<file path="src/sv/mandelbrot_escape_time_assert.svh">
// ----------------------------------------------------------------------------
// mandelbrot escape-time assertion macros
// concurrent checks that can be compiled out with ASSERT_OFF
// ----------------------------------------------------------------------------
`ifndef MANDELBROT_ESCAPE_TIME_ASSERT_SVH
`define MANDELBROT_ESCAPE_TIME_ASSERT_SVH

`ifndef ASSERT_OFF

// implication check, sampled on the rising clock, off during reset
`define MBE_ASSERT(lbl, clk, rstn, prop, msg) \
  lbl: assert property (@(posedge clk) disable iff (!(rstn)) (prop)) else $error(msg);

// condition that must never hold outside reset
`define MBE_ASSERT_NEVER(lbl, clk, rstn, cond, msg) \
  lbl: assert property (@(posedge clk) disable iff (!(rstn)) !(cond)) else $error(msg);

`else

`define MBE_ASSERT(lbl, clk, rstn, prop, msg)
`define MBE_ASSERT_NEVER(lbl, clk, rstn, cond, msg)

`endif

`endif

</file>
<file path="src/sv/mbe_pkg.sv">
// ----------------------------------------------------------------------------
// mbe_pkg
// shared constants and types of the mandelbrot escape-time block
// ----------------------------------------------------------------------------
`default_nettype none

package mbe_pkg;

  localparam int unsigned FracBitsDef   = 28;
  localparam int unsigned CoordWidthDef = 32;
  localparam int unsigned CountWidth    = 12;

  localparam logic [CountWidth-1:0] LimitReset = CountWidth'(511);

  // apb register file
  localparam int unsigned ApbAddrWidth = 3;
  localparam int unsigned ApbDataWidth = 32;
  localparam logic [ApbAddrWidth-3:0] RegMaxIter = '0;

  // core status seen by the top level
  typedef struct packed {
    logic busy;       // a point is being iterated
    logic res_pend;   // result waits in the output register
  } mbe_stat_t;

endpackage

`default_nettype wire

</file>
<file path="src/sv/mbe_if.sv">
// ----------------------------------------------------------------------------
// mbe_if
// valid/ready channels for points and iteration counts
// ----------------------------------------------------------------------------
`default_nettype none

interface mbe_in_if
  import mbe_pkg::*;
#(
  parameter int unsigned COORD_WIDTH = CoordWidthDef
) ();
  logic                          valid;
  logic                          ready;
  logic signed [COORD_WIDTH-1:0] c_real;
  logic signed [COORD_WIDTH-1:0] c_imag;

  modport source (output valid, output c_real, output c_imag, input ready);
  modport sink   (input valid, input c_real, input c_imag, output ready);
endinterface

interface mbe_out_if
  import mbe_pkg::*;
();
  logic                  valid;
  logic                  ready;
  logic [CountWidth-1:0] iteration_count;

  modport source (output valid, output iteration_count, input ready);
  modport sink   (input valid, input iteration_count, output ready);
endinterface

`default_nettype wire

</file>
<file path="src/sv/mandelbrot_escape_time.sv">
// each iteration steps through S_XX, S_YY, S_XY and S_UPD: x*x, y*y and x*y share one
// multiplier, then z is updated; the last escape test runs in S_XY, and S_DONE loads the
// count once the output register is free; one point at a time, taken only in S_IDLE
// reset: asynchronous active-low, clears the sequencer and sets the limit to 511
// ----------------------------------------------------------------------------
// mandelbrot_escape_time
// escape-time iteration of one complex point per transaction, apb limit reg
// ----------------------------------------------------------------------------
`default_nettype none

`include "mandelbrot_escape_time_assert.svh"

module mandelbrot_escape_time
  import mbe_pkg::*;
#(
  parameter int unsigned COORD_WIDTH = CoordWidthDef,
  parameter int unsigned FRAC_BITS   = FracBitsDef
) (
  input  wire logic                    clk_i,
  input  wire logic                    rst_ni,
  // apb configuration port
  input  wire logic                    psel,
  input  wire logic                    penable,
  input  wire logic                    pwrite,
  input  wire logic [ApbAddrWidth-1:0] paddr,
  input  wire logic [ApbDataWidth-1:0] pwdata,
  output logic      [ApbDataWidth-1:0] prdata,
  output logic                         pready,
  // point in, count out
  mbe_in_if.sink                       in_i,
  mbe_out_if.source                    out_o
);

  logic [CountWidth-1:0] limit_q;
  logic                  reg_sel;
  logic                  reg_wr;
  mbe_stat_t             core_stat;

  // register index is the word address; byte offset bits are ignored
  assign reg_sel = (paddr[ApbAddrWidth-1:2] == RegMaxIter);
  assign reg_wr  = psel && penable && pwrite && reg_sel;
  assign pready  = 1'b1;

  always_ff @(posedge clk_i or negedge rst_ni) begin
    if (!rst_ni) begin
      limit_q <= LimitReset;
    end else if (reg_wr) begin
      limit_q <= pwdata[CountWidth-1:0];
    end
  end

  // read back the limit; other addresses read zero
  assign prdata = reg_sel ? {{(ApbDataWidth - CountWidth){1'b0}}, limit_q} : '0;

  // iteration engine: sequencer around one shared multiplier
  mbe_core #(
    .COORD_WIDTH(COORD_WIDTH),
    .FRAC_BITS  (FRAC_BITS)
  ) u_core (
    .clk_i      (clk_i),
    .rst_ni     (rst_ni),
    .limit_i    (limit_q),
    .in_valid_i (in_i.valid),
    .in_ready_o (in_i.ready),
    .c_real_i   (in_i.c_real),
    .c_imag_i   (in_i.c_imag),
    .out_valid_o(out_o.valid),
    .out_ready_i(out_o.ready),
    .count_o    (out_o.iteration_count),
    .stat_o     (core_stat)
  );

  // a count never exceeds the limit in force
  `MBE_ASSERT(a_count_le_limit, clk_i, rst_ni, out_o.valid |-> (out_o.iteration_count <= limit_q), "iteration count above limit")

  // an accepted transaction makes the core busy on the next cycle
  `MBE_ASSERT(a_busy_after_accept, clk_i, rst_ni, (in_i.valid && in_i.ready) |=> (core_stat.busy && !in_i.ready), "core not busy after accept")

  // no new point is taken while one is being iterated
  `MBE_ASSERT_NEVER(a_ready_while_busy, clk_i, rst_ni, core_stat.busy && in_i.ready, "input ready while busy")

  // a fresh result appears only when the core finishes a point
  `MBE_ASSERT(a_result_from_core, clk_i, rst_ni, $rose(core_stat.res_pend) |-> $past(core_stat.busy), "result without a point")

endmodule

`default_nettype wire

</file>
<file path="src/sv/mbe_mul.sv">
// ----------------------------------------------------------------------------
// mbe_mul
// shared signed multiplier with a registered full-width product
// ----------------------------------------------------------------------------
`default_nettype none

module mbe_mul
  import mbe_pkg::*;
#(
  parameter int unsigned COORD_WIDTH = CoordWidthDef
) (
  input  wire logic                            clk_i,
  input  wire logic                            en_i,
  input  wire logic signed [COORD_WIDTH-1:0]   a_i,
  input  wire logic signed [COORD_WIDTH-1:0]   b_i,
  output logic signed      [2*COORD_WIDTH-1:0] p_o
);

  logic signed [2*COORD_WIDTH-1:0] p_q;

  always_ff @(posedge clk_i) begin
    if (en_i) begin
      p_q <= a_i * b_i;
    end
  end

  assign p_o = p_q;

endmodule

`default_nettype wire

</file>
<file path="src/sv/mbe_core.sv">
// ----------------------------------------------------------------------------
// mbe_core
// sequencer that runs z = z*z + c through one shared multiplier
// ----------------------------------------------------------------------------
`default_nettype none

module mbe_core
  import mbe_pkg::*;
#(
  parameter int unsigned COORD_WIDTH = CoordWidthDef,
  parameter int unsigned FRAC_BITS   = FracBitsDef
) (
  input  wire logic                          clk_i,
  input  wire logic                          rst_ni,
  input  wire logic [CountWidth-1:0]         limit_i,
  input  wire logic                          in_valid_i,
  output logic                               in_ready_o,
  input  wire logic signed [COORD_WIDTH-1:0] c_real_i,
  input  wire logic signed [COORD_WIDTH-1:0] c_imag_i,
  output logic                               out_valid_o,
  input  wire logic                          out_ready_i,
  output logic [CountWidth-1:0]              count_o,
  output mbe_stat_t                          stat_o
);

  localparam int unsigned W  = COORD_WIDTH;
  localparam int unsigned PW = 2 * COORD_WIDTH;
  localparam logic [PW:0] FourVal = (PW + 1)'(1) << (2 * FRAC_BITS + 2);

  typedef enum logic [2:0] {
    S_IDLE,
    S_XX,
    S_YY,
    S_XY,
    S_UPD,
    S_DONE
  } state_e;

  state_e                state_q;
  logic                  out_valid_q;
  logic [CountWidth-1:0] count_q;
  logic [CountWidth-1:0] it_q;

  logic signed [W-1:0]  cx_q, cy_q, x_q, y_q;
  logic signed [PW-1:0] x2_q, y2_q;

  logic signed [W-1:0]  mul_a, mul_b;
  logic                 mul_en;
  logic signed [PW-1:0] prod;

  logic [PW:0]          mag_sum;
  logic                 stop;
  logic signed [PW:0]   diff, diff_sh;
  logic [PW+1:0]        nx_full;
  logic signed [PW-1:0] xy_sh;
  logic [PW:0]          ny_full;
  logic [W-1:0]         nx, ny;
  logic                 nx_ovf, ny_ovf;

  // operand select for the shared multiplier
  always_comb begin
    mul_a  = x_q;
    mul_b  = x_q;
    mul_en = 1'b0;
    case (state_q)
      S_XX: begin
        mul_en = 1'b1;
      end
      S_YY: begin
        mul_a  = y_q;
        mul_b  = y_q;
        mul_en = 1'b1;
      end
      S_XY: begin
        mul_b  = y_q;
        mul_en = 1'b1;
      end
      default: begin
        mul_en = 1'b0;
      end
    endcase
  end

  mbe_mul #(
    .COORD_WIDTH(COORD_WIDTH)
  ) u_mul (
    .clk_i(clk_i),
    .en_i (mul_en),
    .a_i  (mul_a),
    .b_i  (mul_b),
    .p_o  (prod)
  );

  // escape test in S_XY: x2_q holds x*x, the product register holds y*y
  assign mag_sum = {1'b0, x2_q} + {1'b0, prod};
  assign stop    = (it_q >= limit_i) || (mag_sum >= FourVal);

  // update in S_UPD: the product register holds x*y
  assign diff    = $signed({x2_q[PW-1], x2_q}) - $signed({y2_q[PW-1], y2_q});
  assign diff_sh = diff >>> FRAC_BITS;
  assign nx_full = {diff_sh[PW], diff_sh} + {{(PW + 2 - W){cx_q[W-1]}}, cx_q};
  assign xy_sh   = prod >>> (FRAC_BITS - 1);
  assign ny_full = {xy_sh[PW-1], xy_sh} + {{(PW + 1 - W){cy_q[W-1]}}, cy_q};

  // saturate when the bits above the coordinate range disagree
  assign nx_ovf = !((&nx_full[PW+1:W-1]) || !(|nx_full[PW+1:W-1]));
  assign ny_ovf = !((&ny_full[PW:W-1]) || !(|ny_full[PW:W-1]));

  always_comb begin
    nx = nx_full[W-1:0];
    if (nx_ovf) begin
      nx = nx_full[PW+1] ? {1'b1, {(W - 1){1'b0}}} : {1'b0, {(W - 1){1'b1}}};
    end
    ny = ny_full[W-1:0];
    if (ny_ovf) begin
      ny = ny_full[PW] ? {1'b1, {(W - 1){1'b0}}} : {1'b0, {(W - 1){1'b1}}};
    end
  end

  // point and iterate registers
  always_ff @(posedge clk_i) begin
    case (state_q)
      S_IDLE: begin
        if (in_valid_i) begin
          cx_q <= c_real_i;
          cy_q <= c_imag_i;
          x_q  <= c_real_i;
          y_q  <= c_imag_i;
        end
      end
      S_YY: begin
        x2_q <= prod;
      end
      S_XY: begin
        y2_q <= prod;
      end
      S_UPD: begin
        x_q <= nx;
        y_q <= ny;
      end
      default: begin
      end
    endcase
  end

  // sequencer with the output register
  always_ff @(posedge clk_i or negedge rst_ni) begin
    if (!rst_ni) begin
      state_q     <= S_IDLE;
      out_valid_q <= 1'b0;
      count_q     <= '0;
      it_q        <= '0;
    end else begin
      // load a finished count, or drop the one just taken
      if (state_q == S_DONE && (!out_valid_q || out_ready_i)) begin
        out_valid_q <= 1'b1;
      end else if (out_valid_q && out_ready_i) begin
        out_valid_q <= 1'b0;
      end
      case (state_q)
        S_IDLE: begin
          if (in_valid_i) begin
            it_q    <= '0;
            state_q <= S_XX;
          end
        end
        S_XX: begin
          state_q <= S_YY;
        end
        S_YY: begin
          state_q <= S_XY;
        end
        S_XY: begin
          state_q <= stop ? S_DONE : S_UPD;
        end
        S_UPD: begin
          it_q    <= it_q + CountWidth'(1);
          state_q <= S_XX;
        end
        S_DONE: begin
          if (!out_valid_q || out_ready_i) begin
            count_q     <= it_q;
            state_q     <= S_IDLE;
          end
        end
        default: begin
          state_q <= S_IDLE;
        end
      endcase
    end
  end

  assign in_ready_o      = (state_q == S_IDLE);
  assign out_valid_o     = out_valid_q;
  assign count_o         = count_q;
  assign stat_o.busy     = (state_q != S_IDLE);
  assign stat_o.res_pend = out_valid_q;

endmodule

`default_nettype wire

</file>
<file path="src/flat_wrapper.sv">
// flat-port wrapper written by rule: the top's interface ports become plain ports
module mandelbrot_escape_time_flat import mbe_pkg::*;
#(
  parameter int unsigned COORD_WIDTH = CoordWidthDef,
  parameter int unsigned FRAC_BITS   = FracBitsDef
)
  (clk_i, rst_ni, psel, penable, pwrite, paddr, pwdata, prdata, pready, in_i_valid, in_i_c_real, in_i_c_imag, in_i_ready, out_o_valid, out_o_iteration_count, out_o_ready);
  mbe_in_if #(.COORD_WIDTH(COORD_WIDTH)) in_i_i ();
  mbe_out_if out_o_i ();
  input  wire logic clk_i;
  input  wire logic rst_ni;
  input  wire logic psel;
  input  wire logic penable;
  input  wire logic pwrite;
  input  wire logic [ApbAddrWidth-1:0] paddr;
  input  wire logic [ApbDataWidth-1:0] pwdata;
  output logic      [ApbDataWidth-1:0] prdata;
  output logic pready;
  input wire logic [$bits(in_i_i.valid)-1:0] in_i_valid;
  input wire logic [$bits(in_i_i.c_real)-1:0] in_i_c_real;
  input wire logic [$bits(in_i_i.c_imag)-1:0] in_i_c_imag;
  output wire logic [$bits(in_i_i.ready)-1:0] in_i_ready;
  output wire logic [$bits(out_o_i.valid)-1:0] out_o_valid;
  output wire logic [$bits(out_o_i.iteration_count)-1:0] out_o_iteration_count;
  input wire logic [$bits(out_o_i.ready)-1:0] out_o_ready;
  assign in_i_i.valid = in_i_valid;
  assign in_i_i.c_real = in_i_c_real;
  assign in_i_i.c_imag = in_i_c_imag;
  assign in_i_ready = in_i_i.ready;
  assign out_o_valid = out_o_i.valid;
  assign out_o_iteration_count = out_o_i.iteration_count;
  assign out_o_i.ready = out_o_ready;
  mandelbrot_escape_time #(.COORD_WIDTH(COORD_WIDTH), .FRAC_BITS(FRAC_BITS)) u_core (.clk_i(clk_i), .rst_ni(rst_ni), .psel(psel), .penable(penable), .pwrite(pwrite), .paddr(paddr), .pwdata(pwdata), .prdata(prdata), .pready(pready), .in_i(in_i_i), .out_o(out_o_i));
endmodule
</file>
<file path="config.mk">
export PLATFORM = sky130hd
export DESIGN_NAME = mandelbrot_escape_time_flat
export DESIGN_NICKNAME = d
export VERILOG_FILES = /design/src/sv/mbe_pkg.sv /design/src/sv/mbe_if.sv /design/src/sv/mandelbrot_escape_time.sv /design/src/sv/mbe_mul.sv /design/src/sv/mbe_core.sv /design/src/flat_wrapper.sv
export VERILOG_INCLUDE_DIRS = /design/src /design/src/sv
export SDC_FILE = /design/constraint.sdc
export NUM_CORES = 2
export LEC_CHECK = 0
export BUFFER_PORTS_ARGS = -buffer_cell sky130_fd_sc_hd__buf_4
export CORE_MARGIN = 4
export CORE_UTILIZATION = 50
export DETAILED_ROUTE_END_ITERATION = 10
export PLACE_DENSITY = 0.74
export SLEW_MARGIN = 20
export SYNTH_ARGS = -nofsm -noshare
export SYNTH_HDL_FRONTEND = slang
export SYNTH_SLANG_ARGS = --single-unit
</file>
<file path="constraint.sdc">
create_clock -name clk_i -period 11.55 [get_ports clk_i]
set_clock_uncertainty 0.05 [all_clocks]
set_input_delay 1.155 -clock clk_i [delete_from_list [all_inputs] [get_ports clk_i]]
set_output_delay 1.155 -clock clk_i [all_outputs]
set_load 0.02 [all_outputs]
</file>
==> summary.txt <==
Yosys
  – Mapped cell area: 58700 sq um
  – Library cells used by synthesis: 86
  – Cells after Synth: 6130
  – Post-synthesis sequential area ratio: 18.1%
  – Post-synth EDFFs: 320
  – Share of synthesized registers carrying an async set or reset: 11.1%
  – Mean Syn Cell Area: 9.58 sq um
  – FF+latch count, synth: 360
  – Ys Warns: 0
  – Post-synth top flop: edfxtp_1

Clocking
  – Clk root buf: clkbuf_16
  – H-tree depth: 2
  – Clock transition at path regs: 70 ps
  – Hold buffer count at CTS: 0
  – Maximum clock path buffer count: 3
  – TritonCTS clock tree: done
  – Cts repair resizes: 0
  – Clk sinks: 360
  – Clk Latency, worst-skew pair: between 500 and 600 ps
  – Post-CTS Setup Bufs: 0
  – CTS Buf Count: 39

Placed design
  – Port buffer count: 109
  – Post-DP HPWL: about 150000 microns
  – RD Place Congestion: 1.01

Die
  – I/O pin cnt: 153
  – Core box area: 116000 sq um
  – Starting density of the core: 50.5%
  – Vert. Die Dim: 351 microns
  – Die Width: 351 microns
  – DIE AREA: 123000 sq um
  – # rows: 125

Timing
  – Period minus WS final: between 10000 and 15000 ps
  – RSZ-0062 raised after global routing: false
  – Setup Viol. Count Final: 0
  – Fmax achieved: 92.0 MHz
  – Pins Over Slew Limit: 0
  – Fin Setup TNS: 0 ps
  – Hold Violations, Final: 0
  – Final period util: ~94%
  – Worst Max-Slew Pin Slew: between 1000 and 1500 ps
  – Relative slew slack: around 20%

Global route
  – Grt total ovfl: 0
  – Vias in the first global route: approximately 47000
  – First-pass GRT wire length: roughly 280000 microns
  – Largest net degree at the start of global routing: 74
  – GRT Total Usage: 30.4%
  – Initial antenna violation count: 7

Worst setup path
  – R2R setup slack: between 600 and 700 ps
  – Worst-case reg-to-reg path depth: 31
  – Slowest cell on the critical path: a311oi_1
  – Element type at the critical path end: flip-flop
  – R2r startpoint: u_core.u_core.state_q[2]$_DFFE_PN0P_
  – WP data required: between 10000 and 15000 ps
  – Startpoint Class: flip-flop
  – Max incr delay on CP: 820 ps
  – CP arrival: 11110 ps
  – Critical path class: flip-flop to flip-flop
  – Worst reg2reg endpoint: u_core.u_core.u_mul.p_o[62]$_DFFE_PP_
  – Critical path fanouts, max: 21

Final layout
  – Commonest non-fill, non-tap cell in the layout: inv_1
  – Nets: 7783
  – Share of layout cells above drive strength 1: 7.67%
  – Most frequent cells in the layout: 1148 x inv_1, 1085 x fa_1, 723 x nor2_1
  – Layout area overhead: 7.43%

Worst hold path
  – Endpoint, Worst Hold: u_core.u_core.y2_q[5]$_DFFE_PP_
  – Hold Crit Class: flip-flop to flip-flop
  – Hold-critical path depth: 0
  – Hold Startpoint: u_core.u_core.u_mul.p_o[5]$_DFFE_PP_

Drt
  – Routed length per instance: 24.0 microns
  – Residual DRC: 0
  – Detailed-route via count: about 46000
  – Final wirelength: 186000 microns
  – 1st-pass router iterations: 6
  – Number of nets with antenna violations after routing: 0
  – Vias per inst: 5.96
  – Violation count after the first detailed-route iteration: approximately 4700

Flow run
  – Max cap viols: 0

Status
  – Status: completed
[cells by family (layout without fill, tap and decap cells)]
| family | count (synthesis) | count (layout) | share of synthesized area [%] |
|---|---|---|---|
| other | 2 | 28 | 0.0128 |
| and+or+nand+nor | 1678 | 1678 | 11.9 |
| AOI/OAI and AO/OA | 905 | 905 | 10.2 |
| adders and majority gates | 1483 | 1483 | 45.5 |
| muxes | 152 | 152 | 2.78 |
| buffers and inverters | 1386 | 1460 | 9.05 |
| DFF | 360 | 360 | 18.1 |
| xor gates and xnor gates | 164 | 164 | 2.45 |
[critical path, delay by kind of cell (launching register included)]
| family | cells | cell delay, ps |
|---|---|---|
| compound gates | 6 | 2020 |
| xor+xnor | 1 | 100 |
| fa+ha+maj | 9 | 4460 |
| buf+inv | 9 | 1330 |
| flops | 1 | 470 |
| mux | 1 | 760 |
| simple gates | 5 | 1370 |
[state kept, by name, summed over array words and instances, names as in the netlist]
register / count
u_core.limit_q: 12
u_core.u_core.count_o: 12
u_core.u_core.cx_q: 32
u_core.u_core.cy_q: 32
u_core.u_core.it_q: 12
u_core.u_core.out_valid_o: 1
u_core.u_core.state_q: 3
u_core.u_core.u_mul.p_o: 64
u_core.u_core.x2_q: 64
u_core.u_core.x_q: 32
u_core.u_core.y2_q: 64
u_core.u_core.y_q: 32
[per-layer routing]
layer / share of wire [%] / track usage, % / vias to the layer above
li1: - / - / 19700
met1: 38 / 40.0 / 23300
met2: 45 / 47.2 / 2548
met3: 11 / 7.37 / 650
met4: 6.3 / 15.3 / 2
met5: 0.0048 / 0 / -
[worst max path at each step]
stage / startpoint / endpoint / slack (ps) / depth (start not counted)
floorplan: u_core.u_core.state_q[1]$_DFFE_PN0P_ / u_core.u_core.u_mul.p_o[57]$_DFFE_PP_ / 580 / 32
global placement: u_core.u_core.state_q[2]$_DFFE_PN0P_ / u_core.u_core.u_mul.p_o[62]$_DFFE_PP_ / 960 / 31
detailed placement: u_core.u_core.state_q[2]$_DFFE_PN0P_ / u_core.u_core.u_mul.p_o[62]$_DFFE_PP_ / 880 / 31
CTS: u_core.u_core.state_q[2]$_DFFE_PN0P_ / u_core.u_core.u_mul.p_o[62]$_DFFE_PP_ / 850 / 32
global route: u_core.u_core.state_q[2]$_DFFE_PN0P_ / u_core.u_core.u_mul.p_o[62]$_DFFE_PP_ / 320 / 31
finish: u_core.u_core.state_q[2]$_DFFE_PN0P_ / u_core.u_core.u_mul.p_o[62]$_DFFE_PP_ / 680 / 31
[synth_stat cells, types with 8 or more instances]
| master | number | area, sq um |
|---|---|---|
| a31oi_1 | 40 | 250 |
| nor2_1 | 726 | 2730 |
| xnor2_1 | 105 | 920 |
| o211ai_1 | 35 | 263 |
| a221oi_1 | 15 | 131 |
| and2_1 | 18 | 113 |
| a21o_1 | 121 | 908 |
| buf_1 | 20 | 75.1 |
| nor3_1 | 44 | 220 |
| o21a_1 | 31 | 233 |
| or3_1 | 8 | 50.1 |
| nand3_1 | 63 | 315 |
| mux2_2 | 87 | 980 |
| o21ai_0 | 173 | 866 |
| a21boi_0 | 8 | 60.1 |
| dfrtp_1 | 31 | 776 |
| a211oi_1 | 31 | 233 |
| o21bai_1 | 31 | 233 |
| nand2_1 | 647 | 2430 |
| a21oi_1 | 249 | 1250 |
| ha_1 | 398 | 4980 |
| mux2i_1 | 65 | 651 |
| buf_4 | 23 | 173 |
| o31ai_1 | 18 | 135 |
| o22ai_1 | 12 | 75.1 |
| a2111oi_0 | 9 | 78.8 |
| inv_1 | 1150 | 4320 |
| and3_1 | 33 | 206 |
| fa_1 | 1085 | 21700 |
| clkbuf_1 | 185 | 694 |
| nor2b_1 | 30 | 188 |
| nor4_1 | 9 | 56.3 |
| nand2b_1 | 30 | 188 |
| o22ai_2 | 20 | 250 |
| nand4_1 | 35 | 219 |
| a311oi_1 | 35 | 307 |
| xor2_1 | 59 | 517 |
| edfxtp_1 | 320 | 9610 |
| dfstp_2 | 9 | 236 |
[per-stage QoR]
stage	hold WS [ps]	instance area [sq um]	utilization [%]	std cells	setup WS [ps]
5_1_grt	455	63100	54.2	7752	316
3_5_place_dp	426	61700	53.1	7677	883
4_1_cts	440	63100	54.2	7747	853
3_3_place_gp	417	61700	53.1	7677	959
2_1_floorplan	399	58800	-	6149	577
6_report	444	63100	54.2	7754	685
[area by class of cell]
cell class | count | area [sq um]
Clock buffer | 42 | 1010
Timing Repair Buffer | 240 | 1830
Clock inverter | 28 | 347
Inverter | 1150 | 4320
Multi-Input combinational cell | 4403 | 43100
Tap cell | 1524 | 1910
Sequential cell | 360 | 10600
Fill cell | 10200 | 53300
Antenna cell | 7 | 17.5
Power is left out: the tool's default activity adds up to more than one toggle a clock period on the data nets, which glitch-free logic cannot reach.
